==> src/rtl/trgf_pkg.sv <==
// Shared types and constants for the touch release glitch filter.
// Used by every module under rtl/; depends on nothing.
`timescale 1ns / 1ps

package trgf_pkg;

    // Frame buffer geometry
    localparam int FRAME_DEPTH = 64;
    localparam int MAX_RESULTS = 64;
    localparam int ADDR_W      = $clog2(FRAME_DEPTH);
    localparam int CNT_W       = $clog2(FRAME_DEPTH + 1);
    localparam int TAKE_W      = $clog2(MAX_RESULTS + 1);
    localparam int QUEUE_DEPTH = 2;
    localparam int QCNT_W      = $clog2(QUEUE_DEPTH + 1);

    // Event codes
    localparam logic [15:0] EVT_SYN     = 16'd0;
    localparam logic [15:0] EVT_KEY     = 16'd1;
    localparam logic [15:0] EVT_ABS     = 16'd3;
    localparam logic [15:0] CODE_REPORT = 16'd0;
    localparam logic [15:0] CODE_TOUCH  = 16'd330;
    localparam logic [15:0] CODE_TRACK  = 16'd57;

    // Input kinds
    localparam logic OP_EVENT = 1'b0;
    localparam logic OP_TICK  = 1'b1;

    // Configuration register indexes
    localparam logic [7:0] CFG_MIN_HOLD  = 8'd0;
    localparam logic [7:0] CFG_SUP_TMO   = 8'd1;
    localparam logic [7:0] CFG_MAX_REARM = 8'd2;
    localparam logic [7:0] CFG_KEEPALIVE = 8'd3;

    // Configuration reset values
    localparam logic [15:0] RST_MIN_HOLD  = 16'd280;
    localparam logic [15:0] RST_SUP_TMO   = 16'd600;
    localparam logic [3:0]  RST_MAX_REARM = 4'd12;
    localparam logic [15:0] RST_KEEPALIVE = 16'd200;

    // One unit of work handed from the front end to the back end
    typedef struct packed {
        logic             send;      // a stored frame is to be forwarded
        logic             bank;      // buffer bank that holds the frame
        logic [CNT_W-1:0] count;     // stored events in the frame
        logic             filt;      // drop touch-key and tracking-id events
        logic             rearm;     // re-arm request on the final beat
        logic             touching;  // touch flag after this item
    } t_job;

    // Job completion reported back to the front end
    typedef struct packed {
        logic pop;
        logic send;
        logic bank;
    } t_done;

endpackage

==> src/rtl/trgf_queue.sv <==
// Two-entry job queue between the front end and the back end.
// Depends on trgf_pkg.
`timescale 1ns / 1ps

module trgf_queue (
    input  logic          i_clk,
    input  logic          i_rst_n,
    input  logic          i_push,
    input  trgf_pkg::t_job i_job,
    input  logic          i_pop,
    output logic          o_full,
    output logic          o_valid,
    output trgf_pkg::t_job o_job
);
    import trgf_pkg::*;

    t_job              r_slot [QUEUE_DEPTH];
    logic              r_wp, r_rp;
    logic [QCNT_W-1:0] r_cnt;

    assign o_full  = (r_cnt == QCNT_W'(QUEUE_DEPTH));
    assign o_valid = (r_cnt != '0);
    assign o_job   = r_slot[r_rp];

    // Pointers and fill level
    always_ff @(posedge i_clk) begin
        if (!i_rst_n) begin
            r_wp  <= 1'b0;
            r_rp  <= 1'b0;
            r_cnt <= '0;
        end else begin
            if (i_push) r_wp <= ~r_wp;
            if (i_pop)  r_rp <= ~r_rp;
            case ({i_push, i_pop})
                2'b10:   r_cnt <= r_cnt + 1'b1;
                2'b01:   r_cnt <= r_cnt - 1'b1;
                default: r_cnt <= r_cnt;
            endcase
        end
    end

    // Entry storage
    always_ff @(posedge i_clk) begin
        if (i_push) r_slot[r_wp] <= i_job;
    end

`ifndef ASSERT_OFF
    a_no_overflow: assert property (@(posedge i_clk) disable iff (!i_rst_n)
        !(i_push && o_full && !i_pop)) else $error("job queue overflow");
    a_no_underflow: assert property (@(posedge i_clk) disable iff (!i_rst_n)
        i_pop |-> o_valid) else $error("job queue underflow");
    a_level: assert property (@(posedge i_clk) disable iff (!i_rst_n)
        r_cnt <= QCNT_W'(QUEUE_DEPTH)) else $error("job queue level out of range");
`endif

endmodule

==> config.mk <==
export PLATFORM = sky130hd
export DESIGN_NAME = trgf_queue
export DESIGN_NICKNAME = d
export VERILOG_FILES = /design/src/rtl/trgf_pkg.sv /design/src/rtl/trgf_queue.sv
export SDC_FILE = /design/constraint.sdc
export NUM_CORES = 1
export LEC_CHECK = 0
export BUFFER_PORTS_ARGS = -buffer_cell sky130_fd_sc_hd__clkbuf_2
export CAP_MARGIN = 30
export CORE_MARGIN = 2
export CORE_UTILIZATION = 30
export CTS_BUF_LIST = sky130_fd_sc_hd__clkbuf_2
export DETAILED_ROUTE_END_ITERATION = 10
export MAX_ROUTING_LAYER = met4
export PLACE_DENSITY = 0.5
export SLEW_MARGIN = 10
export SYNTH_ARGS = -nofsm -noshare
export SYNTH_HDL_FRONTEND = slang
export SYNTH_SLANG_ARGS = --single-unit
==> constraint.sdc <==
create_clock -name i_clk -period 1.7 [get_ports i_clk]
set_clock_uncertainty 0.05 [all_clocks]
set_input_delay 0.34 -clock i_clk [delete_from_list [all_inputs] [get_ports i_clk]]
set_output_delay 0.34 -clock i_clk [all_outputs]
set_load 0.02 [all_outputs]
## After elaboration in Yosys (flattened, before gate mapping)

Memories as Yosys holds them, arrays and structs flattened. A register that Yosys moved wholly into a read port is not among the register bits.
Index checks and enable logic that the tools add are counted.

- Add/subtract/negate cells: 2
- Muxes and demuxes: 5
- Reductions and logical operators: 2
- Equal/unequal tests: 3
- Bitwise operators: 2

Operators with widths:

| cell | count |
|---|---|
| 2-bit == test (second input constant) | 2 |
| 1-bit 2-to-1 mux | 4 |
| 2-bit one-hot mux with 2 select lines | 1 |
| 2-bit nonzero test | 2 |
| 2-bit by 1-bit adder with 2-bit output (second input constant) | 1 |
| 2-bit by 1-bit == test with 1-bit output (second input constant) | 1 |
| 1-bit inverter | 2 |
| 2-bit by 1-bit subtractor with 2-bit output (second input constant) | 1 |

- Memories kept: 1
- Register bits: 4
- Output and inout port bits: 14
- Input bits: 16
- RAM bits: 24
- Logic and storage cells: 18

Memory list:

| memory | depth | bits a word | rd ports | clocked after Yosys merged registers in | wr ports | RTL line | RTL |
|---|---|---|---|---|---|---|---|
| r_slot | 2 | 12 | 1 | 1 | 1 | trgf_queue.sv:17 | `t_job r_slot [QUEUE_DEPTH];` |

## Logic depth before layout (Yosys ltp)

Gate-level depths: netlist of run 1.

- Depth in word-level cells: 3
- Depth in mapped cells: 5
- Mapped depth without buffers: 5

## Least setup slack after synthesis of run 1

Ideal clock, no wire load.

- Kind: in2reg
- Start: input i_push
- End: memory r_slot[0][0] in the netlist's numbering, enable pin
- Required time: 1268 ps
- Path slack: 329 ps
- Path buffers: 0
- Stages: 2
- Setup time: 382 ps
- Data arrival time: 939 ps
- Cells stage by stage: inv_1 -> nor2_1

- Word-level cells in the longest chain between the ends: 2

Ends and longest elaborated chain:

| element | RTL line | RTL |
|---|---|---|
| start, declared | trgf_queue.sv:8 | `input logic i_push,` |
| 1-bit 2-to-1 mux | trgf_queue.sv:44 | `if (i_push) r_slot[r_wp] <= i_job;` |
| 1-bit 2-to-1 mux (implied by the code) | trgf_queue.sv:44 |  |
| end, declared | trgf_queue.sv:17 |  |

Every way passes these cells.

==> results of run 1 <==
-- final timing paths --
| check | endpoint | startpoint | slack [ps] |
|---|---|---|---|
| setup / recovery | o_job[8] | register | 0.5 |
| hold / removal | r_slot[0][11] | i_job[11] | 120 |
| setup reg to reg | r_cnt[1] | r_cnt[0] | 610 |
| hold reg to reg | r_cnt[1] | r_cnt[1] | 480 |
-- through the flow --
step	util, %	worst slack (ps)
2_1_floorplan	-	329
3_3_place_gp	38.6	280
3_5_place_dp	38.6	241
4_1_cts	44.5	-30.1
5_1_grt	45.0	-52.8
6_report	45.0	0.477
-- power breakdown --
group	internal, mW	total (mW)	switching, mW
clock	0.0958	0.298	0.202
combinational	0.180	0.315	0.135
sequential	0.815	0.833	0.0184
total	1.09	1.45	0.356
-- routing by layer --
layer | up-vias | GRT usage [%] | wire length (microns)
met5 | - | - | 0
met4 | 0 | 7.34 | 48
met3 | 6 | 4.58 | 138
met2 | 21 | 16.0 | 874
met1 | 297 | 9.97 | 686
li1 | 297 | - | -
-- sequential cells by signal (all words and copies together) (netlist names), named ones only --
register and flops:
r_cnt 2, r_rp 1, r_slot 24, r_wp 1
-- cells by family after synthesis --
kind of cell,Yosys count,share of synthesized area (%)
DFF,29,76.0
muxes,12,12.5
and+or+nand+nor,9,5.21
AOI/OAI and AO/OA,3,1.85
xor gates and xnor gates,3,2.43
buffers and inverters,2,0.810
adders and majority gates,1,1.16
-- cell type report --
type                    instances  area, sq um  area share [%]
inverters                       1         3.75           0.246
well taps                      46         57.6            3.77
repair buffers                 34          314            20.6
clock buffers                   6         30.0            1.97
clock inverters                 1         3.75           0.246
multi-input cells              28          295            19.3
flip-flops and latches         29          822            53.9
-- cells in the final DEF (no fill, tap or decap), types with 2 or more instances in the layout --
master / n
buf_4: 3
xnor2_1: 2
clkbuf_2: 23
and2_1: 4
buf_8: 13
mux2_4: 12
dfxtp_1: 4
edfxtp_1: 24
-- worst max-delay path: cells and delay by family (launching register included) --
| family | cells | cell delay [ps] |
|---|---|---|
| muxes | 1 | 320 |
| buffers and inverters | 2 | 280 |
| DFF | 1 | 370 |
-- timing repair --
action | CTS | global route
cloned | 1 | 0
gates resized for setup | 40 | 13
setup endpoints to repair | 12 | 12
buffers inserted | 0 | 0
==> metrics list, run 1 <==
- After synthesis, flip-flops and latches occupy 76.0% of the total area.
* Library cell with the largest summed area after synthesis: edfxtp_1
- The worst hold path belongs to the class in -> reg.
* Syn avg cell area: 18.3 sq um
- In this design, the stage delay of the slowest critical-path cell is 370 ps.
* Final wirelength: 1.75 mm
* Overall Power: 1.45 mW
- Crit path kind: reg -> out
- Hold timing on the final database bottoms out at a slack of 125 ps.
* Share of cells above drive strength 1: 55.6%
- In this run the static leakage power is 0.627 nW.
- Overall overflow remaining after global route: 0
- The floorplan step set the die height to 64.0 microns.
- Post-synth design cell area: 1080 sq um
- The initialized floorplan defines 21 standard-cell rows.
- Number of iterations in the first detailed-routing pass: 3
- The number of global-route vias before repair came to 638.
* Count of placed standard cells including taps: 137
* Hold Crit Depth: 1
- Once the floorplan was initialized, standard cells occupied 31.9% of the core.
- For this run, design rule violations remaining after detail routing come to 0.
- For the pin with the worst max-slew slack, the measured transition is 169 ps.
- Total Die Area: 4100 sq um
- Static timing analysis puts the maximum clock frequency at 0.588 GHz.
- Post-CTS Hold Buffers: 0
- Clock sink total: 29
- VDD IR-drop max: 0.447 mV
- Min cycle time layout: 1700 ps
* Portion of synthesized cell area occupied by the leading cell type: 66.7%
- Post-Synthesis Cells: 59
* Logic depth of the worst register-to-register path: 3
* Count of antenna diodes in the layout: 0
* Pins Over Slew Limit: 0
* Library cell with the highest instance count after synthesis: edfxtp_1
* Top cells by count, synth: 24 x edfxtp_1, 12 x mux2_2, 5 x dfxtp_1, 4 x and2_1, 2 x xnor2_1
- Across all layers, the routed design uses 621 vias.
- The netlist uses 17 different library cells.
* Number of antenna violations at the first check in global routing: 0
- Endpoint kind of the worst setup timing path: output pin
- Walking the worst path, the cells encountered are buf_6, mux2_4, buf_8.
- After detailed routing, the number of vias per cell comes to 4.28.
* Fraction of synthesis flops using an asynchronous set or reset pin: 0%
- Rel. slew slack: 88.6%
- Setup violations remaining at the end of the flow were counted as 0.
* Warnings, synthesis: 0
- Num ports: 30
- In the post-synthesis netlist, the biggest area contributors are edfxtp_1 67%, mux2_2 13%, dfxtp_1 9.3%.
* Filler cells: 296
- Counting flops with a built-in enable in the synthesized netlist gives 24.
* TritonCTS clock tree: built
* Detailed Route Iter0 Violations: 25
- Maximum level of the CTS H-tree: 2
- The die is 64.0 microns wide.
- The slowest stage of the critical path belongs to the cell dfxtp_2.
- Average routed wire per standard cell: 12.1 microns
- Of the available clock period, the critical path in the final layout requires 100%.
- Dividing total power by cell area gives a power density of 948 nW/um^2.
- First-pass GRT wire length: 2.86 mm
- Area of the placeable core: 3390 sq um
* Accumulated negative setup slack: 0 ps
* Routability cong.: 0.559
- The worst setup path is launched from a register.
* Number of buffers added by the clock tree synthesis step: 5
- For the worst-skew pair, the clock arrives at the later sink with an insertion delay of 340 ps.
- Final design instance area without fill: 1530 sq um
- Syn Nets: 76
- Status: finished, final reports clean
- Clock transition at the registers of the reported paths: 120 ps
* Critical Path Fanout Max: 6
- Across the run, the number of max-cap violations was 0.
* Final instance count without filler cells: 145
- Setup repair after global routing missed its margin: true
- The HPWL after detailed placement is 1.20 mm.
- WP data arrival: 1310 ps
- Relative to the synthesized area, the layout overhead comes to 41.4%.
- Post-synthesis sequential element count: 29
* Number of hold violations in the final report: 0
* Overall global routing resource usage: 10.2%
- Summing all placed instances gives a cell area of 1310 sq um.
- Entering global routing, the biggest net connects 13 pins.
- Detail Route Antenna Nets: 0
- Required time of the critical path: 1310 ps
* Top_reg_cell synth: edfxtp_1
* Root buffer selected by CTS: clkbuf_2
- Number of nets in the layout: 116
* Count of port buffers added during placement: 29
- Max Root-Sink Buffers: 2
No activity file was read; power rests on OpenSTA's default activity.
==> run 2: changes to the inputs <==
- clock period: 1.7 -> 1.6 ns (I/O delays scaled with it)
==> metrics list, run 2 (synthesis results as in run 1) <==
- The number of antenna violations at the first check in global routing is 0.
- Standard cell with the maximum stage delay on the critical path: dfxtp_4
- The library cell used most frequently in the layout, excluding fill and tap cells, is edfxtp_1.
- Clock transition at the registers of the reported paths: 140 ps
- For this block, the via count after detailed routing is 621.
- Final setup violation count: 12
- After layout, the worst setup slack is -99.7 ps.
- Routability-driven placement finished with a final weighted congestion of 0.575.
- Root buffer selected by CTS: clkbuf_2
- Number of buffer and inverter stages on the critical path: 2
- Along the worst path, the maximum fanout reaches 6.
- The first TritonRoute pass finished after 2 iterations.
- Max Root-Sink Buffers: 2
- 0 antenna diodes ended up in the layout.
- Crit path kind: reg -> out
- Slack of the worst reg-to-reg path: 520 ps
* WP data arrival: 1330 ps
- Entering global routing, the biggest net connects 14 pins.
- HPWL after detailed placement: 1.17 mm
- Register ranked first by flip-flop count: r_slot
* Initial Util: 31.9%
- Final instance count without filler cells: 144
- Share of cells above drive strength 1: 55.1%
- Commonest cells after routing, fill and taps aside: 24 x edfxtp_1, 23 x clkbuf_2, 12 x mux2_4, 12 x buf_6
- Measured along the x axis, the die boundary spans 64.0 microns.
- Final wirelength: 1.88 mm
* Power per Cell Area: 1020 nW/um^2
- Summed over all layers, the global routing overflow is 0.
* Number of hold violations in the final report: 0
* Clock network latency to the later pin of the worst-skew pair: 330 ps
* Maximum level of the CTS H-tree: 2
* Static Leakage: 0.612 nW
- Failing checks: negative setup slack
- Global routing used 9.95% of the available tracks across all layers.
- The number of hold buffers added after CTS was 0.
- Rel. slew slack: 86.3%
* Hold path endpoint: r_slot[0][9]
- The register with the most flip-flops in the layout has 24 of them.
- STA puts the critical path data required time at 1230 ps.
- After the last flow step, the layout net total stands at 115.
- Largest registers in the final layout: r_slot: 24 flops, r_cnt: 2 flops
- The initialized floorplan defines 21 standard-cell rows.
- Hold Crit Depth: 1
- Total Die Area: 4100 sq um
- Post-CTS setup-driven buffer insertion count: 0
- Layout overhead on the synthesized area: 38.5%
* Detail Route Antenna Nets: 0
- Fmax: 0.588 GHz
* Endpoint kind of the worst setup timing path: output pin
* Num ports: 30
- Smallest hold slack: 99.7 ps
- Detailed-route DRC error count: 0
* Hold/Removal Path Class: in -> reg
- After detailed routing, the average wire length per cell comes to 13.0 microns.
- Count of port buffers added during placement: 29
- Clock sink total: 29
* Placed cell area: 1310 sq um
- The worst register-to-register path ends at r_cnt[1].
- Via count of the first global-routing pass: 626
* Count of placed standard cells including taps: 136
- TritonCTS built the clock tree.
- Slowest cell delay on critical path: 400 ps
- Worst hold start: i_job[9]
- In this run the critical register-to-register path is launched from r_cnt[0].
- Area of the placeable core: 3390 sq um
* Slew at the pin with the worst max-slew slack: 203 ps
- With fillers left out, the area of the finished cells amounts to 1500 sq um.
- The number of clock buffers added by TritonCTS is 5.
- STA classifies the critical path startpoint as a register.
- Min cycle time layout: 1700 ps
* VDD IR-drop max: 0.374 mV
- Grouping stages by cell kind, the critical path spends the most delay in flip-flops.
- Pins Over Slew Limit: 0
- Walking the worst path, the cells encountered are clkbuf_16, mux2_4, buf_6.
- Vertical die dimension: 64.0 microns
- The detailed router finished its first iteration with 14 violations.
- The run finished, with violations left.
* Logic depth of the worst register-to-register path: 3
* Post-detailed-route via-to-cell ratio: 4.31
* First-pass GRT wire length: 2.73 mm
* Setup repair after global routing missed its margin: true
- In the finished design, the share of the clock period the worst path needs comes to 106%.
- Number of violations of the max-capacitance limit: 0
run 2: changes by cell type in the layout (fill, tap and decap cells not counted):
cell / change
dfxtp_4: +1
clkbuf_16: +1
buf_6: +11
dfxtp_2: -1
buf_12: +1
buf_4: -1
buf_8: -13
run 2: what timing repair did:
item / CTS / global route
gates resized for setup: 1 / 49
cloned: 0 / 1
setup endpoints to repair: 12 / 12
run 2: layout make-up:
type | count | area (sq um)
repair buffers | 33 | 280
well taps | 46 | 57.6
fillers | 309 | 1890
clock inverters | 1 | 3.75
clock buffers | 6 | 30.0
multi-input cells | 28 | 295
inverters | 1 | 3.75
flip-flops and latches | 29 | 825
run 2: layer usage:
metal / wire length [microns] / GRT usage, % / up-vias / part of all wire (%)
li1: - / - / 295 / -
met1: 720 / 9.10 / 301 / 38
met2: 973 / 16.1 / 21 / 52
met3: 148 / 4.05 / 4 / 7.9
met4: 33 / 8.15 / 0 / 1.8
met5: 0 / - / - / 0
run 2: worst max-delay path by stage:
stage	startpoint	end	slack, ps	cells after the start
2_1_floorplan	i_push	r_slot[0][0]	250	2
3_3_place_gp	i_push	r_cnt[1]	240	5
3_5_place_dp	i_push	r_cnt[1]	160	5
4_1_cts	register	o_job[8]	-150	3
5_1_grt	register	o_job[5]	-170	3
6_report	register	o_job[5]	-100	3
run 2: report_power, final:
| group | internal (mW) | switching, mW | total, mW |
|---|---|---|---|
| Clock | 0.102 | 0.227 | 0.329 |
| Sequential | 0.866 | 0.0216 | 0.887 |
| Combinational | 0.176 | 0.137 | 0.313 |
run 2: stage by stage:
stage	setup WS (ps)	total power, mW	TNS [ps]	utilization [%]
6_report	-99.7	1.53	-982	44.1
5_1_grt	-166	1.60	-1770	44.1
4_1_cts	-151	1.47	-1620	39.8
3_5_place_dp	161	1.14	0	38.7
3_3_place_gp	236	1.13	0	38.7
2_1_floorplan	249	1.05	0	-
==> run 3: changes to the inputs <==
- CORE_ASPECT_RATIO: default -> 2
- HOLD_SLACK_MARGIN: default -> 0.06
- PLACE_DENSITY: 0.5 -> 0.52
- clock period: 1.6 -> 1.4 ns (I/O delays scaled with it)
==> metrics list, run 3 (synthesis results as in run 1) <==
- Least setup slack across all paths after layout: -222 ps
- Setup violations remaining at the end of the flow were counted as 12.
- Clock sink total: 29
* WP data arrival: 1290 ps
* Number of nets in the layout: 130
- Initial Util: 31.6%
- STA puts the critical path data required time at 1070 ps.
* Clock network latency to the later pin of the worst-skew pair: 340 ps
- Share of the cycle needed by the critical path after routing: 116%
- Largest net degree at the start of global routing: 13
* Count of port buffers added during placement: 29
- The tree is rooted in a clkbuf_2.
- After clock tree synthesis, the clock-pin slew on the worst setup and hold paths is 140 ps.
* Share of cells above drive strength 1: 52.6%
- Number of iterations in the first detailed-routing pass: 3
* Largest registers in the final layout: r_slot: 24 flops, r_cnt: 2 flops
- Endpoint kind of the worst setup timing path: output pin
* Failing checks: negative setup slack
* Placed cell area: 1330 sq um
- Area of the placeable core: 3420 sq um
- Based on the critical path, the design can be clocked at up to 0.616 GHz.
- First-pass GRT wire length: 3.07 mm
- The die is 46.4 microns wide.
* Number of cell rows: 30
- Detailed routing inserted a total of 667 vias.
* Most common library cell in the layout ignoring fill and taps: edfxtp_1
- In this run the worst path has a maximum fanout of 5.
* Total Die Area: 4120 sq um
- Summed over all nets, the half-perimeter wirelength after detailed placement is 1.32 mm.
- The final count of hold timing violations is 0.
* Slew at the pin with the worst max-slew slack: 173 ps
- Relative to the synthesized area, the layout overhead comes to 57.0%.
* Pins Over Slew Limit: 0
- Buffers inserted during clock tree synthesis total 5.
* Register ranked first by flip-flop count: r_slot
- Power per Cell Area: 1090 nW/um^2
- The critical path in this run is classified as reg -> out.
* Rel. slew slack: 88.4%
- Max Root-Sink Buffers: 2
* Routability cong.: 0.603
* Vertical die dimension: 88.8 microns
- Accumulated negative setup slack: -2460 ps
* Via count of the first global-routing pass: 689
* Final wirelength: 1.93 mm
- After global routing the overflow that remains totals 0.
- Dividing the detail-routed wire length by the instance count gives 11.9 microns.
- TritonCTS built the clock tree.
- Setup repair after global routing missed its margin: true
* Overall global routing resource usage: 11.5%
* Number of flip-flops in the largest register: 24
* Detail Route Antenna Nets: 0
- Critical Path Start Type: register
* Commonest cells after routing, fill and taps aside: 24 x edfxtp_1, 22 x clkbuf_2, 13 x buf_8, 12 x mux2_4, 12 x dlygate4sd3_1
- Status: complete, but fails checks
- In the routed design, unresolved DRC markers number 0.
* Maximum level of the CTS H-tree: 2
- Count of antenna diodes in the layout: 0
- In this run the worst hold path is classified as in -> reg.
- Number of violations of the max-capacitance limit: 0
* Final design instance area without fill: 1700 sq um
* Post-detailed-route via-to-cell ratio: 4.12
- Num ports: 30
- Number of antenna violations at the first check in global routing: 0
- For this design the static power due to leakage is 0.697 nW.
* Detailed Route Iter0 Violations: 4
- VDD IR-drop max: 0.599 mV
* Min cycle time layout: 1620 ps
run 3: cell types whose count changed in the layout (fill, tap and decap cells not counted), moves of 2 or more:
cell / previous run / this run
buf_4: 2 / 4
buf_6: 12 / 4
buf_8: 0 / 13
dfxtp_1: 4 / 2
dlygate4sd3_1: 0 / 12
run 3: area by class of cell:
class,count,area (sq um)
tap,48,60.1
clock inverter,1,3.75
fill,310,1720
clock buffer,7,35.0
timing repair buffer,48,465
sequential,29,830
inverter,1,3.75
multi-input combinational,28,298
run 3: through the flow:
| stage | hold WS [ps] | worst slack (ps) | std cells | power [mW] | util (%) |
|---|---|---|---|---|---|
| 2_1_floorplan | 329 | 89.4 | 59 | 1.20 | - |
| 3_3_place_gp | 423 | 72.8 | 141 | 1.30 | 38.8 |
| 3_5_place_dp | 423 | 32.3 | 141 | 1.31 | 38.8 |
| 4_1_cts | 62.7 | -279 | 158 | 1.83 | 47.7 |
| 5_1_grt | 103 | -311 | 162 | 1.94 | 49.6 |
| 6_report | 120 | -222 | 162 | 1.84 | 49.6 |
run 3: worst paths after layout:
path         startpoint        to  slack, ps  cells after the start
max            register  o_job[9]       -220                      3
min             i_rst_n      r_wp        120                      2
max reg2reg    r_cnt[0]  r_cnt[1]        220                      4
min reg2reg    r_cnt[1]  r_cnt[1]        460                      2
run 3: repair_timing:
| item | in CTS | in global routing |
|---|---|---|
| setup endpoints to repair | 14 | 14 |
| gates resized for setup | 45 | 17 |
| buffers inserted | 1 | 0 |
| hold buffers | 8 | 4 |
| endpoints found under the hold margin | 13 | 8 |
| gates cloned | 0 | 0 |
run 3: metal layers:
metal / wire length [microns] / track usage (%) / share of wire (%) / vias to the layer above
met2: 1070 / 17.7 / 55 / 24
li1: - / - / - / 324
met5: 0 / - / 0 / -
met4: 53 / 6.23 / 2.8 / 0
met1: 697 / 11.9 / 36 / 314
met3: 108 / 4.90 / 5.6 / 5
run 3: report_power, final:
group	internal (mW)	total, mW	switching (mW)
logic	0.269	0.445	0.176
registers	0.992	1.01	0.0216
clock network	0.134	0.385	0.251
run 3: worst max-delay path, cell delays in order, from the launching register on:
cell	delay, ps
dfxtp_4	380
buf_6	130
mux2_4	320
buf_8	130
