File: config.mk
export PLATFORM = sky130hd
export DESIGN_NAME = trgf_front
export DESIGN_NICKNAME = d
export VERILOG_FILES = /design/src/rtl/trgf_pkg.sv /design/src/rtl/trgf_front.sv
export SDC_FILE = /design/constraint.sdc
export NUM_CORES = 1
export LEC_CHECK = 0
export ABC_AREA = 1
export ABC_CLOCK_PERIOD_IN_PS = 5500
export BUFFER_PORTS_ARGS = -buffer_cell sky130_fd_sc_hd__buf_2
export CAP_MARGIN = 20
export CELL_PAD_IN_SITES_DETAIL_PLACEMENT = 1
export CELL_PAD_IN_SITES_GLOBAL_PLACEMENT = 1
export CORE_AREA = 10 10 161 163
export CTS_BUF_LIST = sky130_fd_sc_hd__clkbuf_2 sky130_fd_sc_hd__clkbuf_4 sky130_fd_sc_hd__clkbuf_8
export CTS_CLUSTER_SIZE = 25
export DETAILED_ROUTE_END_ITERATION = 7
export DIE_AREA = 0 0 171 173
export GPL_TIMING_DRIVEN = 1
export PLACE_DENSITY = 0.9
export RECOVER_POWER = 25
export SYNTH_ARGS = -nofsm -noshare
export SYNTH_HDL_FRONTEND = slang
export SYNTH_SLANG_ARGS = --single-unit
File: constraint.sdc
create_clock -name i_clk -period 5.5 [get_ports i_clk]
set_input_delay 1.1 -clock i_clk [delete_from_list [all_inputs] [get_ports i_clk]]
set_output_delay 1.1 -clock i_clk [all_outputs]
set_load 0.01 [all_outputs]
File: src/rtl/trgf_pkg.sv
// Shared types and constants for the touch release glitch filter.
// Used by every module under rtl/; depends on nothing.
`timescale 1ns / 1ps

package trgf_pkg;

    // Frame buffer geometry
    localparam int FRAME_DEPTH = 64;
    localparam int MAX_RESULTS = 64;
    localparam int ADDR_W      = $clog2(FRAME_DEPTH);
    localparam int CNT_W       = $clog2(FRAME_DEPTH + 1);
    localparam int TAKE_W      = $clog2(MAX_RESULTS + 1);
    localparam int QUEUE_DEPTH = 2;
    localparam int QCNT_W      = $clog2(QUEUE_DEPTH + 1);

    // Event codes
    localparam logic [15:0] EVT_SYN     = 16'd0;
    localparam logic [15:0] EVT_KEY     = 16'd1;
    localparam logic [15:0] EVT_ABS     = 16'd3;
    localparam logic [15:0] CODE_REPORT = 16'd0;
    localparam logic [15:0] CODE_TOUCH  = 16'd330;
    localparam logic [15:0] CODE_TRACK  = 16'd57;

    // Input kinds
    localparam logic OP_EVENT = 1'b0;
    localparam logic OP_TICK  = 1'b1;

    // Configuration register indexes
    localparam logic [7:0] CFG_MIN_HOLD  = 8'd0;
    localparam logic [7:0] CFG_SUP_TMO   = 8'd1;
    localparam logic [7:0] CFG_MAX_REARM = 8'd2;
    localparam logic [7:0] CFG_KEEPALIVE = 8'd3;

    // Configuration reset values
    localparam logic [15:0] RST_MIN_HOLD  = 16'd280;
    localparam logic [15:0] RST_SUP_TMO   = 16'd600;
    localparam logic [3:0]  RST_MAX_REARM = 4'd12;
    localparam logic [15:0] RST_KEEPALIVE = 16'd200;

    // One unit of work handed from the front end to the back end
    typedef struct packed {
        logic             send;      // a stored frame is to be forwarded
        logic             bank;      // buffer bank that holds the frame
        logic [CNT_W-1:0] count;     // stored events in the frame
        logic             filt;      // drop touch-key and tracking-id events
        logic             rearm;     // re-arm request on the final beat
        logic             touching;  // touch flag after this item
    } t_job;

    // Job completion reported back to the front end
    typedef struct packed {
        logic pop;
        logic send;
        logic bank;
    } t_done;

endpackage

File: src/rtl/trgf_front.sv
// Front end: accepts events and ticks, keeps the filter state and config,
// writes the frame buffer and issues one job per item. Depends on trgf_pkg.
`timescale 1ns / 1ps

module trgf_front (
    input  logic                      i_clk,
    input  logic                      i_rst_n,
    input  logic                      i_s_tvalid,
    output logic                      o_s_tready,
    input  logic [63:0]               i_s_tdata,
    input  logic                      i_s_tuser,
    input  logic                      i_cfg_valid,
    output logic                      o_cfg_ready,
    input  logic [7:0]                i_cfg_index,
    input  logic [15:0]               i_cfg_data,
    input  logic                      i_q_full,
    output logic                      o_q_push,
    output trgf_pkg::t_job            o_q_job,
    input  trgf_pkg::t_done           i_done,
    output logic                      o_wr_en,
    output logic [trgf_pkg::ADDR_W:0] o_wr_addr,
    output logic [63:0]               o_wr_data
);
    import trgf_pkg::*;

    typedef enum logic [1:0] {
        MODE_FWD = 2'b01,
        MODE_SUP = 2'b10
    } t_mode;

    // Configuration
    logic [15:0] r_min_hold, r_sup_tmo, r_keepalive;
    logic [3:0]  r_max_rearm;

    // Filter state
    t_mode            r_mode, n_mode;
    logic [CNT_W-1:0] r_fc, n_fc, r_hc, n_hc;
    logic             r_up, n_up, r_down, n_down;
    logic             r_fbank, n_fbank, r_hbank, n_hbank;
    logic [15:0]      r_hold, n_hold, r_sup, n_sup, r_keep, n_keep;
    logic [3:0]       r_rc, n_rc;
    logic             r_touch, n_touch;
    logic [1:0]       r_bcnt [2];

    logic [15:0] ev_type, ev_code;
    logic [31:0] ev_value;
    logic        accept, stored, is_up, is_down;
    t_job        job;

    assign ev_type  = i_s_tdata[15:0];
    assign ev_code  = i_s_tdata[31:16];
    assign ev_value = i_s_tdata[63:32];

    // An event may only write the frame bank once no job still reads it
    assign o_s_tready  = !i_q_full && (i_s_tuser == OP_TICK || r_bcnt[r_fbank] == 2'd0);
    assign accept      = i_s_tvalid && o_s_tready;
    assign o_cfg_ready = 1'b1;

    assign stored  = (r_fc < CNT_W'(FRAME_DEPTH));
    assign is_up   = (ev_type == EVT_KEY) && (ev_code == CODE_TOUCH) && (ev_value == 32'd0);
    assign is_down = (ev_type == EVT_KEY) && (ev_code == CODE_TOUCH) && (ev_value == 32'd1);

    assign o_wr_en   = accept && (i_s_tuser == OP_EVENT) && stored;
    assign o_wr_addr = {r_fbank, r_fc[ADDR_W-1:0]};
    assign o_wr_data = {ev_type, ev_code, ev_value};
    assign o_q_push  = accept;
    assign o_q_job   = job;

    // Next state for one accepted item
    always_comb begin
        n_mode  = r_mode;
        n_fc    = r_fc;
        n_hc    = r_hc;
        n_up    = r_up;
        n_down  = r_down;
        n_fbank = r_fbank;
        n_hbank = r_hbank;
        n_hold  = r_hold;
        n_sup   = r_sup;
        n_keep  = r_keep;
        n_rc    = r_rc;
        n_touch = r_touch;
        job     = '0;
        if (i_s_tuser == OP_TICK) begin
            if (r_hold != 16'hFFFF) n_hold = r_hold + 16'd1;
            if (r_mode == MODE_SUP) begin
                if (r_sup != 16'hFFFF) n_sup = r_sup + 16'd1;
                if (n_sup >= r_sup_tmo) begin
                    // Timeout: the held release goes out as real
                    job.send  = 1'b1;
                    job.bank  = r_hbank;
                    job.count = r_hc;
                    n_hc      = '0;
                    n_mode    = MODE_FWD;
                    n_touch   = 1'b0;
                end
            end
            if (r_keep != 16'hFFFF) n_keep = r_keep + 16'd1;
            if (n_keep >= r_keepalive) begin
                n_keep = 16'd0;
                if (!n_touch) job.rearm = 1'b1;
            end
        end else begin
            if (is_up && r_mode == MODE_FWD && r_hold >= r_min_hold && r_rc < r_max_rearm) begin
                job.rearm = 1'b1;
                n_rc      = r_rc + 4'd1;
            end
            if (stored) begin
                n_fc   = r_fc + 1'b1;
                n_up   = r_up || is_up;
                n_down = r_down || is_down;
            end
            // Report sync closes the frame
            if (ev_type == EVT_SYN && ev_code == CODE_REPORT) begin
                job.bank  = r_fbank;
                job.count = n_fc;
                if (r_mode == MODE_FWD) begin
                    if (n_up) begin
                        if (r_hold < r_min_hold || n_rc >= r_max_rearm) begin
                            job.send = 1'b1;
                            n_touch  = 1'b0;
                            n_rc     = 4'd0;
                        end else begin
                            // Hold the release back: the frame bank becomes the held bank
                            n_hbank = r_fbank;
                            n_fbank = ~r_fbank;
                            n_hc    = n_fc;
                            n_sup   = 16'd0;
                            n_mode  = MODE_SUP;
                        end
                    end else begin
                        job.send = 1'b1;
                        if (n_down) begin
                            n_touch = 1'b1;
                            n_hold  = 16'd0;
                            n_rc    = 4'd0;
                        end
                    end
                end else begin
                    job.send = 1'b1;
                    if (n_down) begin
                        job.filt = 1'b1;
                        n_hc     = '0;
                        n_mode   = MODE_FWD;
                        n_touch  = 1'b1;
                    end
                end
                n_fc   = '0;
                n_up   = 1'b0;
                n_down = 1'b0;
            end
        end
        job.touching = n_touch;
    end

    // State registers
    always_ff @(posedge i_clk) begin
        if (!i_rst_n) begin
            r_mode  <= MODE_FWD;
            r_fc    <= '0;
            r_hc    <= '0;
            r_up    <= 1'b0;
            r_down  <= 1'b0;
            r_fbank <= 1'b0;
            r_hbank <= 1'b1;
            r_hold  <= 16'hFFFF;
            r_sup   <= 16'd0;
            r_keep  <= 16'd0;
            r_rc    <= 4'd0;
            r_touch <= 1'b0;
        end else if (accept) begin
            r_mode  <= n_mode;
            r_fc    <= n_fc;
            r_hc    <= n_hc;
            r_up    <= n_up;
            r_down  <= n_down;
            r_fbank <= n_fbank;
            r_hbank <= n_hbank;
            r_hold  <= n_hold;
            r_sup   <= n_sup;
            r_keep  <= n_keep;
            r_rc    <= n_rc;
            r_touch <= n_touch;
        end
    end

    // Outstanding forwarding jobs per bank
    always_ff @(posedge i_clk) begin
        if (!i_rst_n) begin
            r_bcnt[0] <= 2'd0;
            r_bcnt[1] <= 2'd0;
        end else begin
            for (int b = 0; b < 2; b++) begin
                case ({accept && job.send && (job.bank == 1'(b)),
                       i_done.pop && i_done.send && (i_done.bank == 1'(b))})
                    2'b10:   r_bcnt[b] <= r_bcnt[b] + 2'd1;
                    2'b01:   r_bcnt[b] <= r_bcnt[b] - 2'd1;
                    default: r_bcnt[b] <= r_bcnt[b];
                endcase
            end
        end
    end

    // Configuration writes
    always_ff @(posedge i_clk) begin
        if (!i_rst_n) begin
            r_min_hold  <= RST_MIN_HOLD;
            r_sup_tmo   <= RST_SUP_TMO;
            r_max_rearm <= RST_MAX_REARM;
            r_keepalive <= RST_KEEPALIVE;
        end else if (i_cfg_valid) begin
            unique case (i_cfg_index)
                CFG_MIN_HOLD:  r_min_hold  <= i_cfg_data;
                CFG_SUP_TMO:   r_sup_tmo   <= i_cfg_data;
                CFG_MAX_REARM: r_max_rearm <= i_cfg_data[3:0];
                CFG_KEEPALIVE: r_keepalive <= i_cfg_data;
                default: ;
            endcase
        end
    end

`ifndef ASSERT_OFF
    a_event_bank_free: assert property (@(posedge i_clk) disable iff (!i_rst_n)
        o_wr_en |-> (r_bcnt[r_fbank] == 2'd0)) else $error("write into a bank in use");
    a_banks_apart: assert property (@(posedge i_clk) disable iff (!i_rst_n)
        r_fbank != r_hbank) else $error("frame and held bank coincide");
    a_frame_cleared: assert property (@(posedge i_clk) disable iff (!i_rst_n)
        (accept && i_s_tuser == OP_EVENT && ev_type == EVT_SYN && ev_code == CODE_REPORT)
        |=> (r_fc == '0)) else $error("frame not cleared after sync");
`endif

endmodule

# Yosys cells after proc, flatten, opt, wreduce, memory -nomap -nowiden
# Memory sizes are Yosys's and may differ from the RTL's. A register that Yosys moved wholly into a read port is not among the register bits.
# Index checks and enable logic that the tools add are counted.
[op_classes]
n_addsub = 9
order_cmp = 7
eq_ne = 22
mux = 99
bitwise_logic = 11
reduce_logical = 44
[op_table]
columns = ["op", "n"]
rows = [
  ["$mux W16", 18],
  ["$mux W7", 10],
  ["$add A16 B1 Y16 const B", 3],
  ["$ge A16 B16 Y1", 3],
  ["$ne A16 B16 Y1 const B", 3],
  ["$mux W1", 46],
  ["$eq A32 B1 Y1 const B", 1],
  ["$logic_not A16 Y1", 2],
  ["$logic_not A32 Y1", 1],
  ["$mux W2", 14],
  ["$mux W4", 7],
  ["$mux W9", 3],
  ["$reduce_and A6 Y1", 3],
  ["$logic_and A1 B1 Y1", 17],
  ["$eq A16 B1 Y1 const B", 1],
  ["$eq A16 B9 Y1 const B", 1],
  ["$eq A8 B2 Y1 const B", 2],
  ["$lt A16 B16 Y1", 1],
  ["$reduce_and A2 Y1", 6],
  ["$mux W10", 1],
  ["$eq A8 B1 Y1 const B", 1],
  ["$logic_not A8 Y1", 1],
  ["$reduce_bool A2 Y1", 4],
  ["$add A7 B1 Y7 const B", 1],
  ["20 further kinds", 42],
]
[totals]
reg_bits = 125
ramBits = 4
n_memories = 1
[mem_list]
columns = ["name", "words", "width", "rd", "rd_clocked_by_memory_dff", "write_ports", "line", "text"]
rows = [
  ["r_bcnt", 2, 2, 3, 1, 2, "trgf_front.sv:43", "logic [1:0] r_bcnt [2];"],
]

# Longest topological paths before layout
# Gate-level depths: netlist (run 1).
[depth]
ltp_word = 24
depth_mapped = 31
mapped_depth_nobuf = 31

# Worst setup path after synthesis (run 1)
# OpenSTA, ideal clock, no wires.
[synth_timing]
path_kind = "input to output"
from = "in i_s_tdata[23]"
to = "out o_q_job[11] in the netlist's numbering"
t_arrival_ps = 3372
required_ps = 4400
slack_ps = 1028
cell_stages = 21
n_path_buf = 0
path_cell_list = "nor2_1 > inv_1 > nor2_1 > nand2_1 > nor2_1 > nand3_1 > nor2_1 > nand3_1 > nand2_1 > nand2_1 > ha_1 > inv_1 > nor2_1 > o211ai_1 > nand3_1 > a21oi_1 > nand2_1 > nor2_2 > inv_1 > o21ai_0 > inv_1"
[synth_lines]
columns = ["element", "line", "text"]
rows = [
  ["from (decl)", "trgf_front.sv:10", "input logic [63:0] i_s_tdata,"],
  ["to (decl)", "trgf_front.sv:18", "output trgf_pkg::t_job o_q_job,"],
]

==> results.md, run 1 <==
Status:
- The run finished, with violations left.
- The checks that failed: max-capacitance violations, max-slew violations.

Synthesis:
- The average cell area after synthesis is about 6.7 um^2.
- Sequential elements use 29.5% of the synthesized area.
- The gate count after technology mapping is 1327.
- The count of unique library cells instantiated by Yosys is 48.
- The number of enable-type register cells in the synthesized netlist is 4.
- The cell taking the most area after synthesis is sky130_fd_sc_hd__dfxtp_1.
- sky130_fd_sc_hd__nand2_1 is the most common cell in the netlist.
- The net count of the mapped netlist is about 1500.
- The cell area after synthesis is 8940 um^2.
- The fraction of registers with async set/reset is 0%.
- The synthesis warning total is 0.
- By count the netlist is led by sky130_fd_sc_hd__nand2_1, sky130_fd_sc_hd__inv_1, sky130_fd_sc_hd__nor2_1.
- The share of synthesized area in the top cell type comes to 28.2%.
- Yosys attributes the largest share of cell area to sky130_fd_sc_hd__dfxtp_1, sky130_fd_sc_hd__nand2_1, sky130_fd_sc_hd__ha_1, sky130_fd_sc_hd__a21oi_1, sky130_fd_sc_hd__inv_1.
- The number of storage elements in the synthesis netlist is 130.
- The dominant register cell in the synthesized netlist is sky130_fd_sc_hd__dfxtp_1.

Setup path:
- The element type at the critical path start is a register.
- The cell that appears most often on the critical path is sky130_fd_sc_hd__nand2_1.
- On the critical path, the stage with the largest delay is an instance of sky130_fd_sc_hd__dfxtp_1.
- Data on the critical path is required at its endpoint by 4.40 ns.
- The signal on the critical path passes through ha_1 > inv_1 > nor2_2 > nand3_1 > nor2_2 > nand4_1 > nor2_4 > nor3_1 > a21oi_1 > ha_1 > nand2_1 > nor2_1 > nand2_1 > nand2_1 > nand2_1 > nand3_1 > nand3_1 > inv_4 > nand2_1 > o21ai_0 > buf_2.
- STA classifies the critical path endpoint as a primary output.
- The critical path is of the reg -> out type.
- The biggest cell delay along the critical path is 0.45 ns.
- The highest net fanout along the worst path is 9.
- The minimum setup slack among reg-to-reg paths is 0.74 ns.
- The critical path data arrival time is approximately 4.2 ns.
- Counting cells, the worst reg-to-reg path comes to 26.

Detailed routing:
- The number of nets still failing antenna checks after routing is 0.
- After detailed routing, the average wire length per cell comes to 17.1 um.
- Dividing the detail-routed via count by the number of cells gives 5.25.
- The routed via count is 9049.
- In the detailed route, the total length drawn on met2 is between 10000 and 15000 um.
- In the routed design, unresolved DRC markers number 0.
- In the final routing, the length of wire on met1 measures 12600 um.
- After detailed routing, no signal wire sits above met4.
- The detailed-router iteration count before antenna repair is 5.
- The total wirelength of the detailed-routed design is 29400 um.
- Wire segments on met3 add up to 1180 um in the final route.
- The detailed router finished its first iteration with 515 violations.

STA:
- The number of slew-limit violations in the final report is 94.
- The slew at the pin closest to its max-slew limit is 2.28 ns.
- The final count of hold timing violations is 0.
- On the final layout, the worst clock skew is 0.0175 ns.
- Setup violations remaining at the end of the flow were counted as 0.
- The post-layout minimum cycle time is roughly 5.3 ns.
- The final worst-path setup slack is 0.242 ns.
- The worst pin sits at a relative slew slack of -51.7%.
- The final critical path takes up 95.6% of the cycle.
- Setup repair after global routing left no endpoint under its margin.
- Derived from the worst setup path, the maximum achievable clock frequency is ~190 MHz.
- The aggregate negative setup slack is 0 ns.

GRT:
- Entering global routing, the biggest net connects 56 pins.
- The number of antenna violations at the first check in global routing is 0.
- The total global routing overflow is 0.
- The first-pass GRT wire length is 47300 um.
- The global-route usage over all layers is 19.3%.
- The number of global-route vias before repair is approximately 9400.

CTS:
- The buffer depth of the longest clock path is 2.
- The clock reaches the later pin of the worst-skew pair after 0.46 ns.
- Counting the buffers created by CTS gives 17.
- The number of levels in the clock H-tree is 4.
- The root buffer cell is sky130_fd_sc_hd__clkbuf_8.
- CTS saw 130 sinks.
- TritonCTS built the clock tree.
- The number of buffers inserted for hold repair after clock tree synthesis is 0.
- Clock-pin slew was measured on the worst setup and hold paths at 0.08 ns.

Floorplan:
- The die outline height is around 170 um.
- The number of rows created at floorplan is 55.
- The die footprint is approximately 30000 um^2.
- The number of top-level design ports is 184.
- The starting density of the core is 39.6%.
- Measured along the x axis, the die boundary spans 171 um.
- The placeable core area is approximately 23000 um^2.

Power:
- The leakage power summed over all cells is 4.68 nW.
- Across the VDD grid, the largest voltage drop is 177 uV.
- The power per cell area is roughly 220 nW/um^2.
- The design draws 2.14 mW.

Final layout:
- In the final layout, the share of cells above drive strength 1 is between 10% and 20%.
- The net count of the finished layout is roughly 1600.
- After the flow finishes, the layout carries non-filler instances totaling 1723.
- The layout-stage area growth over the synthesis result is 10.8%.
- The final antenna diode count is 0.
- The final instance area is 9910 um^2.

Worst hold path:
- The cell depth of the worst hold path is 2.
- The type of the worst min-delay path is reg -> reg.

Placement:
- The placed instances occupy a cell area of 9530 um^2.
- The placement-stage worst setup slack is 0.453 ns.
- The routability-driven placement congestion ratio is 0.897.
- Once detailed placement completed, the half-perimeter wirelength came to roughly 23000 um.
- After detailed placement, the design holds a cell count of 1691.
- The count of port buffers added during placement is 182.

Flow run:
- Across the run, the number of max-cap violations was 2.
[layout by cell type (no fill, tap or decap), drive strengths merged, types with 2 or more instances in the layout]
| master | n |
|---|---|
| a21o | 2 |
| a21oi | 125 |
| a22o | 3 |
| and3 | 2 |
| buf | 137 |
| bufinv | 3 |
| clkbuf | 75 |
| clkinv | 3 |
| clkinvlp | 3 |
| dfxtp | 126 |
| edfxtp | 4 |
| ha | 64 |
| inv | 164 |
| nand2 | 284 |
| nand3 | 84 |
| nand3b | 5 |
| nand4 | 23 |
| nor2 | 156 |
| nor3 | 28 |
| nor3b | 3 |
| nor4 | 9 |
| o211ai | 14 |
| o21a | 2 |
| o21ai | 67 |
| o21bai | 2 |
| or2 | 4 |
| xnor2 | 6 |
| xor2 | 34 |
[worst max-delay path, delay by kind of cell (launching register included)]
kind | cells | cell delay, ns
compound gates | 2 | 0.34
buf+inv | 3 | 0.46
flops | 1 | 0.45
fa+ha+maj | 2 | 0.36
simple gates | 14 | 2.07
[path summary, 6_finish.rpt]
path                                             from                      to
worst min register to register   r_hc[4]$_SDFFE_PN0P_    r_hc[4]$_SDFFE_PN0P_
worst max-delay path            r_sup[0]$_SDFFE_PN0P_              o_q_job[9]
worst min-delay path             r_hc[4]$_SDFFE_PN0P_    r_hc[4]$_SDFFE_PN0P_
worst max register to register  r_sup[0]$_SDFFE_PN0P_  r_bcnt[1][1]$_DFFE_PP_
[per-layer routing]
| metal | global-route usage [%] | vias up |
|---|---|---|
| met2 | 34.6 | 182 |
| met1 | 22.2 | 4380 |
| met3 | 4.14 | 49 |
| li1 | - | 4438 |
| met5 | 0 | - |
| met4 | 5.65 | 0 |
[sequential cells by signal, indices dropped and copies added, names as in the netlist, 7 cells and up, named ones only]
name and flops:
r_min_hold 16, r_fc 7, r_keepalive 16, r_sup 16
r_sup_tmo 16, r_hc 7, r_hold 16, r_keep 16
[final cells by class]
class	count	area, um^2
clock inverter	8	126
fill	3032	12700
tap	285	357
inverter	165	622
timing repair buffer	188	890
sequential	130	2640
multi-input combinational	923	4970
clock buffer	24	305
[what timing repair did]
item                                    4_1_cts  5_1_grt
cloned                                        0        0
setup buffers                                 0        0
endpoints found under the hold margin         0        0
endpoints found under the setup margin        3       11
resized for setup                             1        4
pin swaps                                     0        0
[kinds of logic after synthesis]
logic type               count (synthesis)  synth area share, %
AO/OA/AOI/OAI                          219                 13.2
XOR/XNOR                                40                 3.92
adder cells (fa/ha/maj)                 64                 8.95
buffers and inverters                  274                 15.1
flip-flops                             130                 29.5
other                                    1               0.0419
AND/OR/NAND/NOR                        599                 29.3
[power by group]
part           total (mW)  internal (mW)  leakage (nW)  switching (mW)
sequential          0.969          0.957          1.06          0.0121
clock               0.907          0.505         0.213           0.402
combinational       0.269         0.0962          3.41           0.173
total                2.14           1.56          4.68           0.587
[stage by stage]
stage | util [%] | hold WS [ns]
global route | 43.9 | 0.488
detailed placement | 42.2 | 0.456
finish | 43.9 | 0.469
global placement | 42.2 | 0.444
floorplan | - | 0.426
CTS | 44.1 | 0.468
Power figures use the tool's default switching activity.
==> run 2: changes to the inputs <==
--- a/config.mk
+++ b/config.mk
@@ -12,7 +12,7 @@
 export CELL_PAD_IN_SITES_DETAIL_PLACEMENT = 1
 export CELL_PAD_IN_SITES_GLOBAL_PLACEMENT = 1
 export CORE_AREA = 10 10 161 163
-export CTS_BUF_LIST = sky130_fd_sc_hd__clkbuf_2 sky130_fd_sc_hd__clkbuf_4 sky130_fd_sc_hd__clkbuf_8
+export CTS_BUF_LIST = sky130_fd_sc_hd__clkbuf_2
 export CTS_CLUSTER_SIZE = 25
 export DETAILED_ROUTE_END_ITERATION = 7
 export DIE_AREA = 0 0 171 173
==> run 2 against run 1 <==
The run still ends with max-capacitance violations, max-slew violations left. Critical endpoint is now o_q_job[7]. Sequential power about the same. Sequential share of layout area is 0.14 points higher. Power decreased by 12%. Largest power group unchanged. Critical path type unchanged. Worst hold slack improved by 0.0090 ns. Non-clock buffer count is 3 higher.
==> results.md, run 2 (synthesis results as in run 1) <==
Detailed routing:
- The post-detailed-route DRC marker count is 0.
- The number of nets still failing antenna checks after routing is 0.
- After detailed routing, the average wire length per cell comes to approximately 17 um.
- Summed over all layers, the routed wires come to roughly 29000 um.
- In this run, the number of DRC markers left after iteration 0 of detailed routing was 470.
- The detailed-router iteration count before antenna repair is 5.
- Using the TritonRoute via totals, the vias-per-cell ratio works out to 5.24.
- The routed via count is 9057.

STA:
- The slew at the pin closest to its max-slew limit is 2.27 ns.
- The final count of hold timing violations came to 0.
- The number of slew-limit violations in the final report is 94.
- Setup repair after global routing could not meet its margin everywhere.
- The post-layout minimum cycle time is ~5.2 ns.
- The final worst-path setup slack is 0.256 ns.
- After layout, the worst path uses 95.3% of the clock period.
- The highest achievable clock rate is roughly 190 MHz.
- Headroom to the max-slew limit came out at -51.1%.
- For the final database, setup skew stands at 0.0392 ns.
- After routing, the total negative slack on setup checks comes to 0 ns.
- The final count of negative-setup-slack endpoints is 0.

Final layout:
- Across the whole layout, storage elements account for 2650 um^2.
- The top cell types in the final layout, fill and taps aside, are sky130_fd_sc_hd__nand2_1, sky130_fd_sc_hd__inv_1, sky130_fd_sc_hd__buf_2.
- In the final design database the tool counted 1590 nets.
- Summing all multi-input logic gate instances after layout gives between 5000 and 6000 um^2.
- The layout-stage area growth over the synthesis result is 10.6%.
- The leading cell type in the layout, fill and taps excluded is sky130_fd_sc_hd__nand2_1.
- The final instance area is a little under 10000 um^2.
- The final core utilization is 43.8%.
- Leaving out filler cells and counting taps, the final layout contains 1728.
- Fill cells in the final layout number 3029.
- The fraction of layout instances using a drive strength above 1 is between 10% and 20%.

GRT:
- The total global routing overflow is 0.
- In the global route stage, overall resource usage came out at 18.9%.
- The number of global-route vias before repair came to slightly above 9000.
- The first global-routing pass estimated 46200 um of wire.
- Entering global routing, the biggest net connects between 50 and 60 pins.
- The number of antenna violations at the first check in global routing is 1.

CTS:
- The CTS clock-pin slew for the worst setup and hold paths is about 0.20 ns.
- CTS built an H-tree with a depth of 4.
- Buffers inserted to repair hold after CTS numbered 0.
- The root buffer cell is sky130_fd_sc_hd__clkbuf_2.
- The clock tree from TritonCTS is built.
- Counting the buffers created by CTS gives 17.
- The clock passes through at most 2 buffers.
- The clock sink count is 130.
- Clock latency on the worst-skew pair, taken at its later pin, is ~0.75 ns.

Placement:
- After detailed placement, the total cell area comes to 9530 um^2.
- Including well taps, the total number of placed cells is around 1700.
- Routability-driven placement finished with a final weighted congestion of roughly 0.90.
- The placement-stage worst setup slack is 0.453 ns.
- During placement, the flow inserted port buffers numbering 182.
- The wire-length estimate of the detail-placed layout is 22700 um.

Setup path:
- At the worst endpoint, the required time is 4.40 ns.
- The worst setup path is of the reg -> out kind.
- Along the worst path, the maximum fanout reaches 6.
- The element type at the critical path start is a register.
- The sort of element at the end of the critical path is a primary output.
- Data on the critical path arrives at its endpoint at 4.14 ns.
- For flop-to-flop paths, the worst setup slack is roughly 1.1 ns.

Worst hold path:
- The type of the worst min-delay path is reg -> reg.

Floorplan:
- The floorplan step set the die width to 171 um.
- The placeable core area is around 23000 um^2.
- The floorplan has 55 rows.
- The die outline height is 173 um.
- The floorplan step defined a die boundary enclosing 29600 um^2.
- The initial utilization of the core area, before any placement, comes to about two fifths.
- For this design the top-level I/O count stands at 184.

Power:
- The power per cell area is around 190 nW/um^2.
- The leakage power summed over all cells is 4.73 nW.
- The worst voltage drop across the vdd grid is 118 uV.

Flow run:
- The tool flagged a number of max-cap violations equal to 2.

Status:
- The final reports fail on max-capacitance violations, max-slew violations.
- The flow ran to the end, but the final reports show violations.
[run 2: cell types whose count changed in the layout (fill, tap and decap cells not counted), moves of 4 or more]
cell and change:
sky130_fd_sc_hd__clkbuf_2 +21, sky130_fd_sc_hd__dfxtp_1 -5, sky130_fd_sc_hd__nand3_1 -6, sky130_fd_sc_hd__dfxtp_2 +4, sky130_fd_sc_hd__nand3_2 +4, sky130_fd_sc_hd__clkbuf_1 -21, sky130_fd_sc_hd__clkbuf_8 -20, sky130_fd_sc_hd__buf_2 +21
sky130_fd_sc_hd__clkbuf_4 -4
[run 2: layout make-up]
cell class	instances	share of cell area, %
repair buffers	191	9.49
well taps	285	3.61
flip-flops and latches	130	26.8
repair inverters	1	0.0759
diodes	1	0.0253
inverters	165	6.29
clock buffers	21	1.06
multi-input cells	923	51.3
clock inverters	11	1.39
[run 2: path summary, 6_finish.rpt]
check	start	endpoint	cells past startpoint
max	r_sup[0]$_SDFFE_PN0P_	o_q_job[7]	17
min	r_keepalive[11]$_SDFFE_PN0P_	r_keepalive[11]$_SDFFE_PN0P_	2
max reg2reg	r_sup[0]$_SDFFE_PN0P_	r_bcnt[1][1]$_DFFE_PP_	29
min reg2reg	r_keepalive[11]$_SDFFE_PN0P_	r_keepalive[11]$_SDFFE_PN0P_	2
[run 2: per-stage QoR]
step           power (mW)  hold WS (ns)
6_report             1.88         0.478
5_1_grt              1.97         0.500
4_1_cts              1.89         0.480
3_5_place_dp         1.26         0.456
3_3_place_gp         1.25         0.444
2_1_floorplan        1.18         0.426
[run 2: what timing repair did]
item,CTS,global route
pin swaps,0,4
gates cloned,0,1
resized for setup,3,29
setup endpoints to repair,9,11
setup buffers,0,3
[run 2: per-layer routing]
layer	share of wire, %	global-route usage, %
met5	0	0
met2	51	33.4
met1	43	21.9
met4	2.0	6.60
met3	4.2	3.51
[run 2: power by group]
group	internal (mW)	switching [mW]	leakage, nW
Combinational	0.0987	0.173	3.53
Sequential	0.959	0.0122	1.06
Clock	0.256	0.379	0.143
[run 2: worst max-delay path, cell delays in order (launching register included)]
cell,delay [ns]
sky130_fd_sc_hd__dfxtp_4,0.42
sky130_fd_sc_hd__ha_1,0.15
sky130_fd_sc_hd__inv_1,0.10
sky130_fd_sc_hd__nor2_4,0.19
sky130_fd_sc_hd__nand3_4,0.13
sky130_fd_sc_hd__nor2_4,0.14
sky130_fd_sc_hd__nand4_1,0.23
sky130_fd_sc_hd__or2_2,0.36
sky130_fd_sc_hd__a21oi_2,0.15
sky130_fd_sc_hd__ha_1,0.24
sky130_fd_sc_hd__nand2_1,0.12
sky130_fd_sc_hd__o21ai_0,0.11
sky130_fd_sc_hd__a21oi_1,0.21
sky130_fd_sc_hd__nand3_2,0.18
sky130_fd_sc_hd__nand3_4,0.14
sky130_fd_sc_hd__clkinvlp_4,0.16
sky130_fd_sc_hd__a22o_1,0.22
sky130_fd_sc_hd__buf_2,0.15
==> run 3: changes to the inputs <==
--- a/config.mk
+++ b/config.mk
@@ -6,7 +6,6 @@
 export NUM_CORES = 1
 export LEC_CHECK = 0
 export ABC_AREA = 1
-export ABC_CLOCK_PERIOD_IN_PS = 5500
 export BUFFER_PORTS_ARGS = -buffer_cell sky130_fd_sc_hd__buf_2
 export CAP_MARGIN = 20
 export CELL_PAD_IN_SITES_DETAIL_PLACEMENT = 1
@@ -17,7 +16,7 @@
 export DETAILED_ROUTE_END_ITERATION = 7
 export DIE_AREA = 0 0 171 173
 export GPL_TIMING_DRIVEN = 1
-export PLACE_DENSITY = 0.9
+export PLACE_DENSITY = 0.77
 export RECOVER_POWER = 25
 export SYNTH_ARGS = -nofsm -noshare
 export SYNTH_HDL_FRONTEND = slang
==> run 3 against run 2 <==
Sequential power is essentially flat. Power is 1.3% higher. First-iteration DRC count down 44%. Non-clock buffer count unchanged. The run still ends with max-capacitance violations, max-slew violations left. Wire length fell by 3.3%. Count of clock-buffer cells in the layout fell by 2. Maximum frequency up 1.4%. Clock power grew 4.6%. Largest power group unchanged. Worst setup slack improved by 0.070 ns. Global-route usage down 0.42 points.
==> results.md, run 3 (synthesis results as in run 1) <==
Status:
- The run finished, with violations left.
- The final reports fail on max-capacitance violations, max-slew violations.

Final layout:
- The net count of the finished layout is about 1600.
- Excluding fillers, the count of instances in the completed layout stands at 1728.
- The top cell types in the final layout, fill and taps aside, are sky130_fd_sc_hd__nand2_1, sky130_fd_sc_hd__inv_1, sky130_fd_sc_hd__nor2_1.
- The flip-flop and latch area is 2650 um^2.
- The leading cell type in the layout, fill and taps excluded is sky130_fd_sc_hd__nand2_1.
- Fill cells in the final layout number 3095.
- Of the cells placed in the final design, the portion with a size suffix greater than 1 is about 15%.
- The final instance area is 9850 um^2.
- The multi-input combinational cells in the finished layout cover a total of 5040 um^2.
- Compared with the post-synthesis result, the final layout area differs by 10.2%.

Floorplan:
- In this run the core area contains 55 standard-cell rows.
- The starting density of the core is approximately 40%.
- In this run the count of I/O pins placed on the die edge is between 150 and 200.
- The die is 173 um tall.
- The die footprint is 29600 um^2.
- The die is 171 um wide.
- The placeable core area is 22600 um^2.

CTS:
- The buffer depth of the longest clock path is 2.
- TritonCTS built the clock tree.
- After clock tree synthesis, the clock-pin slew on the worst setup and hold paths is 0.20 ns.
- The later pin in the worst-skew pair is clocked with a latency of 0.73 ns.
- The number of buffers inserted for hold repair after clock tree synthesis is 0.
- The total clock buffers created by CTS is 17.
- The clock sink count is between 100 and 150.
- CTS built an H-tree with a depth of 4.
- The root buffer cell is sky130_fd_sc_hd__clkbuf_2.

Setup path:
- The minimum setup slack among reg-to-reg paths is 1.09 ns.
- Traced cell by cell, the critical path runs through ha_1 > inv_1 > nor2_4 > nand3_1 > nor2_2 > nand4_1 > or2_2 > a21oi_2 > ha_1 > nand2_1 > o21ai_0 > a21oi_2 > nand3_2 > nand3_4 > clkinvlp_4 > o21ai_0 > inv_1 > buf_2.
- The source of the worst register-to-register timing path is r_sup[0]$_SDFFE_PN0P_.
- Measured in cells, the most critical reg-to-reg path has a length of 23.
- The biggest cell delay along the critical path is 0.42 ns.
- The critical path data required time is 4.40 ns.
- The beginning of the critical path is r_sup[0]$_SDFFE_PN0P_.
- STA classifies the critical path startpoint as a register.
- The path type of the worst setup path is reg -> out.
- The cell class contributing the biggest share of worst-path delay is simple AND/OR/NAND/NOR gates.
- STA puts the critical path data arrival time at 4.07 ns.
- Among all stages on the critical path, the largest delay is contributed by sky130_fd_sc_hd__dfxtp_4.
- Of all nets on the critical path, the largest fanout is 6.
- The number of cells on the critical path is 18.
- The sort of element at the end of the critical path is a primary output.
- The number of buffer and inverter stages on the critical path is 4.

Power:
- IR analysis of the VDD net gives a maximum drop of 104 uV.
- Dividing total power by cell area gives a power density of 193 nW/um^2.
- Summed over all cells, the static leakage comes to 4.68 nW.
- After layout, the design draws a total of 1.90 mW.

GRT:
- In the global route stage, overall resource usage came out at 18.4%.
- The number of global-route vias before repair came to roughly 9000.
- The number of antenna violations at the first check in global routing came to 1.
- Entering global routing, the biggest net connects 54 pins.
- The total global routing overflow is 0.
- The first-pass GRT wire length is 45000 um.

Worst hold path:
- The startpoint of the worst hold path is r_hbank$_SDFFE_PN1P_.
- In this run the worst hold path is classified as reg -> reg.
- The worst hold path was traced through 2 stages.

STA:
- Static timing analysis puts the maximum clock frequency at between 150 and 200 MHz.
- In the final timing run, aggregate negative setup slack is 0 ns.
- The post-route clock period utilization is 94.1%.
- The setup skew after layout is 0.0372 ns.
- The number of slew-limit violations in the final report came to 54.
- At the pin with the least slew margin, the transition time is about 2.3 ns.
- The final worst-path setup slack is about 0.33 ns.
- The final count of hold timing violations came to 0.
- The post-layout minimum cycle time is approximately 5.2 ns.
- The normalized max-slew margin is -52.0%.
- The final count of negative-setup-slack endpoints is 0.

Detailed routing:
- The detailed-router iteration count before antenna repair is 4.
- The routed via count is 8727.
- After the first detailed-routing iteration, the DRC count stood at 265.
- In the routed design, unresolved DRC markers number 0.
- For this block, the routed nets add up to 28100 um of wire.
- The routed wire length per instance is about 16 um.
- After detailed routing, the number of vias per cell comes to 5.05.
- The number of nets still failing antenna checks after routing is 0.

Placement:
- The cell total after placement is roughly 1700.
- The placement-stage worst setup slack is 0.326 ns.
- Input and output buffers added on the ports amount to roughly 180.
- Once placement finished, the instance area stood at 9530 um^2.
- The routability-driven placement congestion ratio is 0.845.
- The post-DP HPWL is about 22000 um.

Flow run:
- Max-cap violations in this run came to 1.
==> run 3: cell types whose count changed in the layout (fill, tap and decap cells not counted), sizes merged <==
cell      before  now
buf          161  141
clkbuf        51   69
clkinv         6    9
clkinvlp       4    2
bufinv         3    4
==> run 3: worst reg2reg max path: cells and delay by family (launching register included) <==
| family | cells | cell delay (ns) |
|---|---|---|
| adders and majority gates | 3 | 0.52 |
| AOI/OAI and AO/OA | 2 | 0.27 |
| and+or+nand+nor | 16 | 2.83 |
| DFF | 1 | 0.42 |
| buffers and inverters | 2 | 0.14 |
==> run 3: layout make-up <==
| class | count | area share (%) |
|---|---|---|
| Multi-Input combinational cell | 923 | 51.1 |
| Sequential cell | 130 | 26.9 |
| Timing Repair Buffer | 191 | 9.30 |
| Inverter | 165 | 6.31 |
| Tap cell | 285 | 3.62 |
| Clock inverter | 13 | 1.69 |
| Clock buffer | 19 | 0.965 |
| Timing Repair inverter | 1 | 0.0762 |
| Antenna cell | 1 | 0.0254 |
==> run 3: repair_timing <==
item | CTS | global route
endpoints found under the setup margin | 10 | 11
buffers inserted | 0 | 3
resized for setup | 3 | 23
pin swaps | 0 | 2
gates cloned | 0 | 1
==> run 3: routing by layer <==
metal / share of wire (%) / track usage, % / vias to the layer above
li1: - / - / 4452
met1: 44 / 21.5 / 4088
met2: 49 / 33.3 / 165
met3: 5.7 / 4.05 / 22
met4: 1.0 / 4.02 / 0
met5: 0 / 0 / -
==> run 3: worst paths after layout <==
kind	to
worst max-delay path	o_q_job[11]
worst min-delay path	r_hbank$_SDFFE_PN1P_
worst max register to register	r_bcnt[1][1]$_DFFE_PP_
worst min register to register	r_hbank$_SDFFE_PN1P_
==> run 3: where the power goes <==
group | total [mW] | internal, mW | switching [mW]
clock | 0.664 | 0.295 | 0.369
combinational | 0.267 | 0.0964 | 0.171
sequential | 0.971 | 0.959 | 0.0117
total | 1.90 | 1.35 | 0.551
==> run 3: per-stage QoR <==
stage	util [%]	hold WS (ns)
global placement	42.2	0.448
CTS	43.4	0.474
detailed placement	42.2	0.448
global route	43.7	0.500
floorplan	-	0.426
finish	43.7	0.474
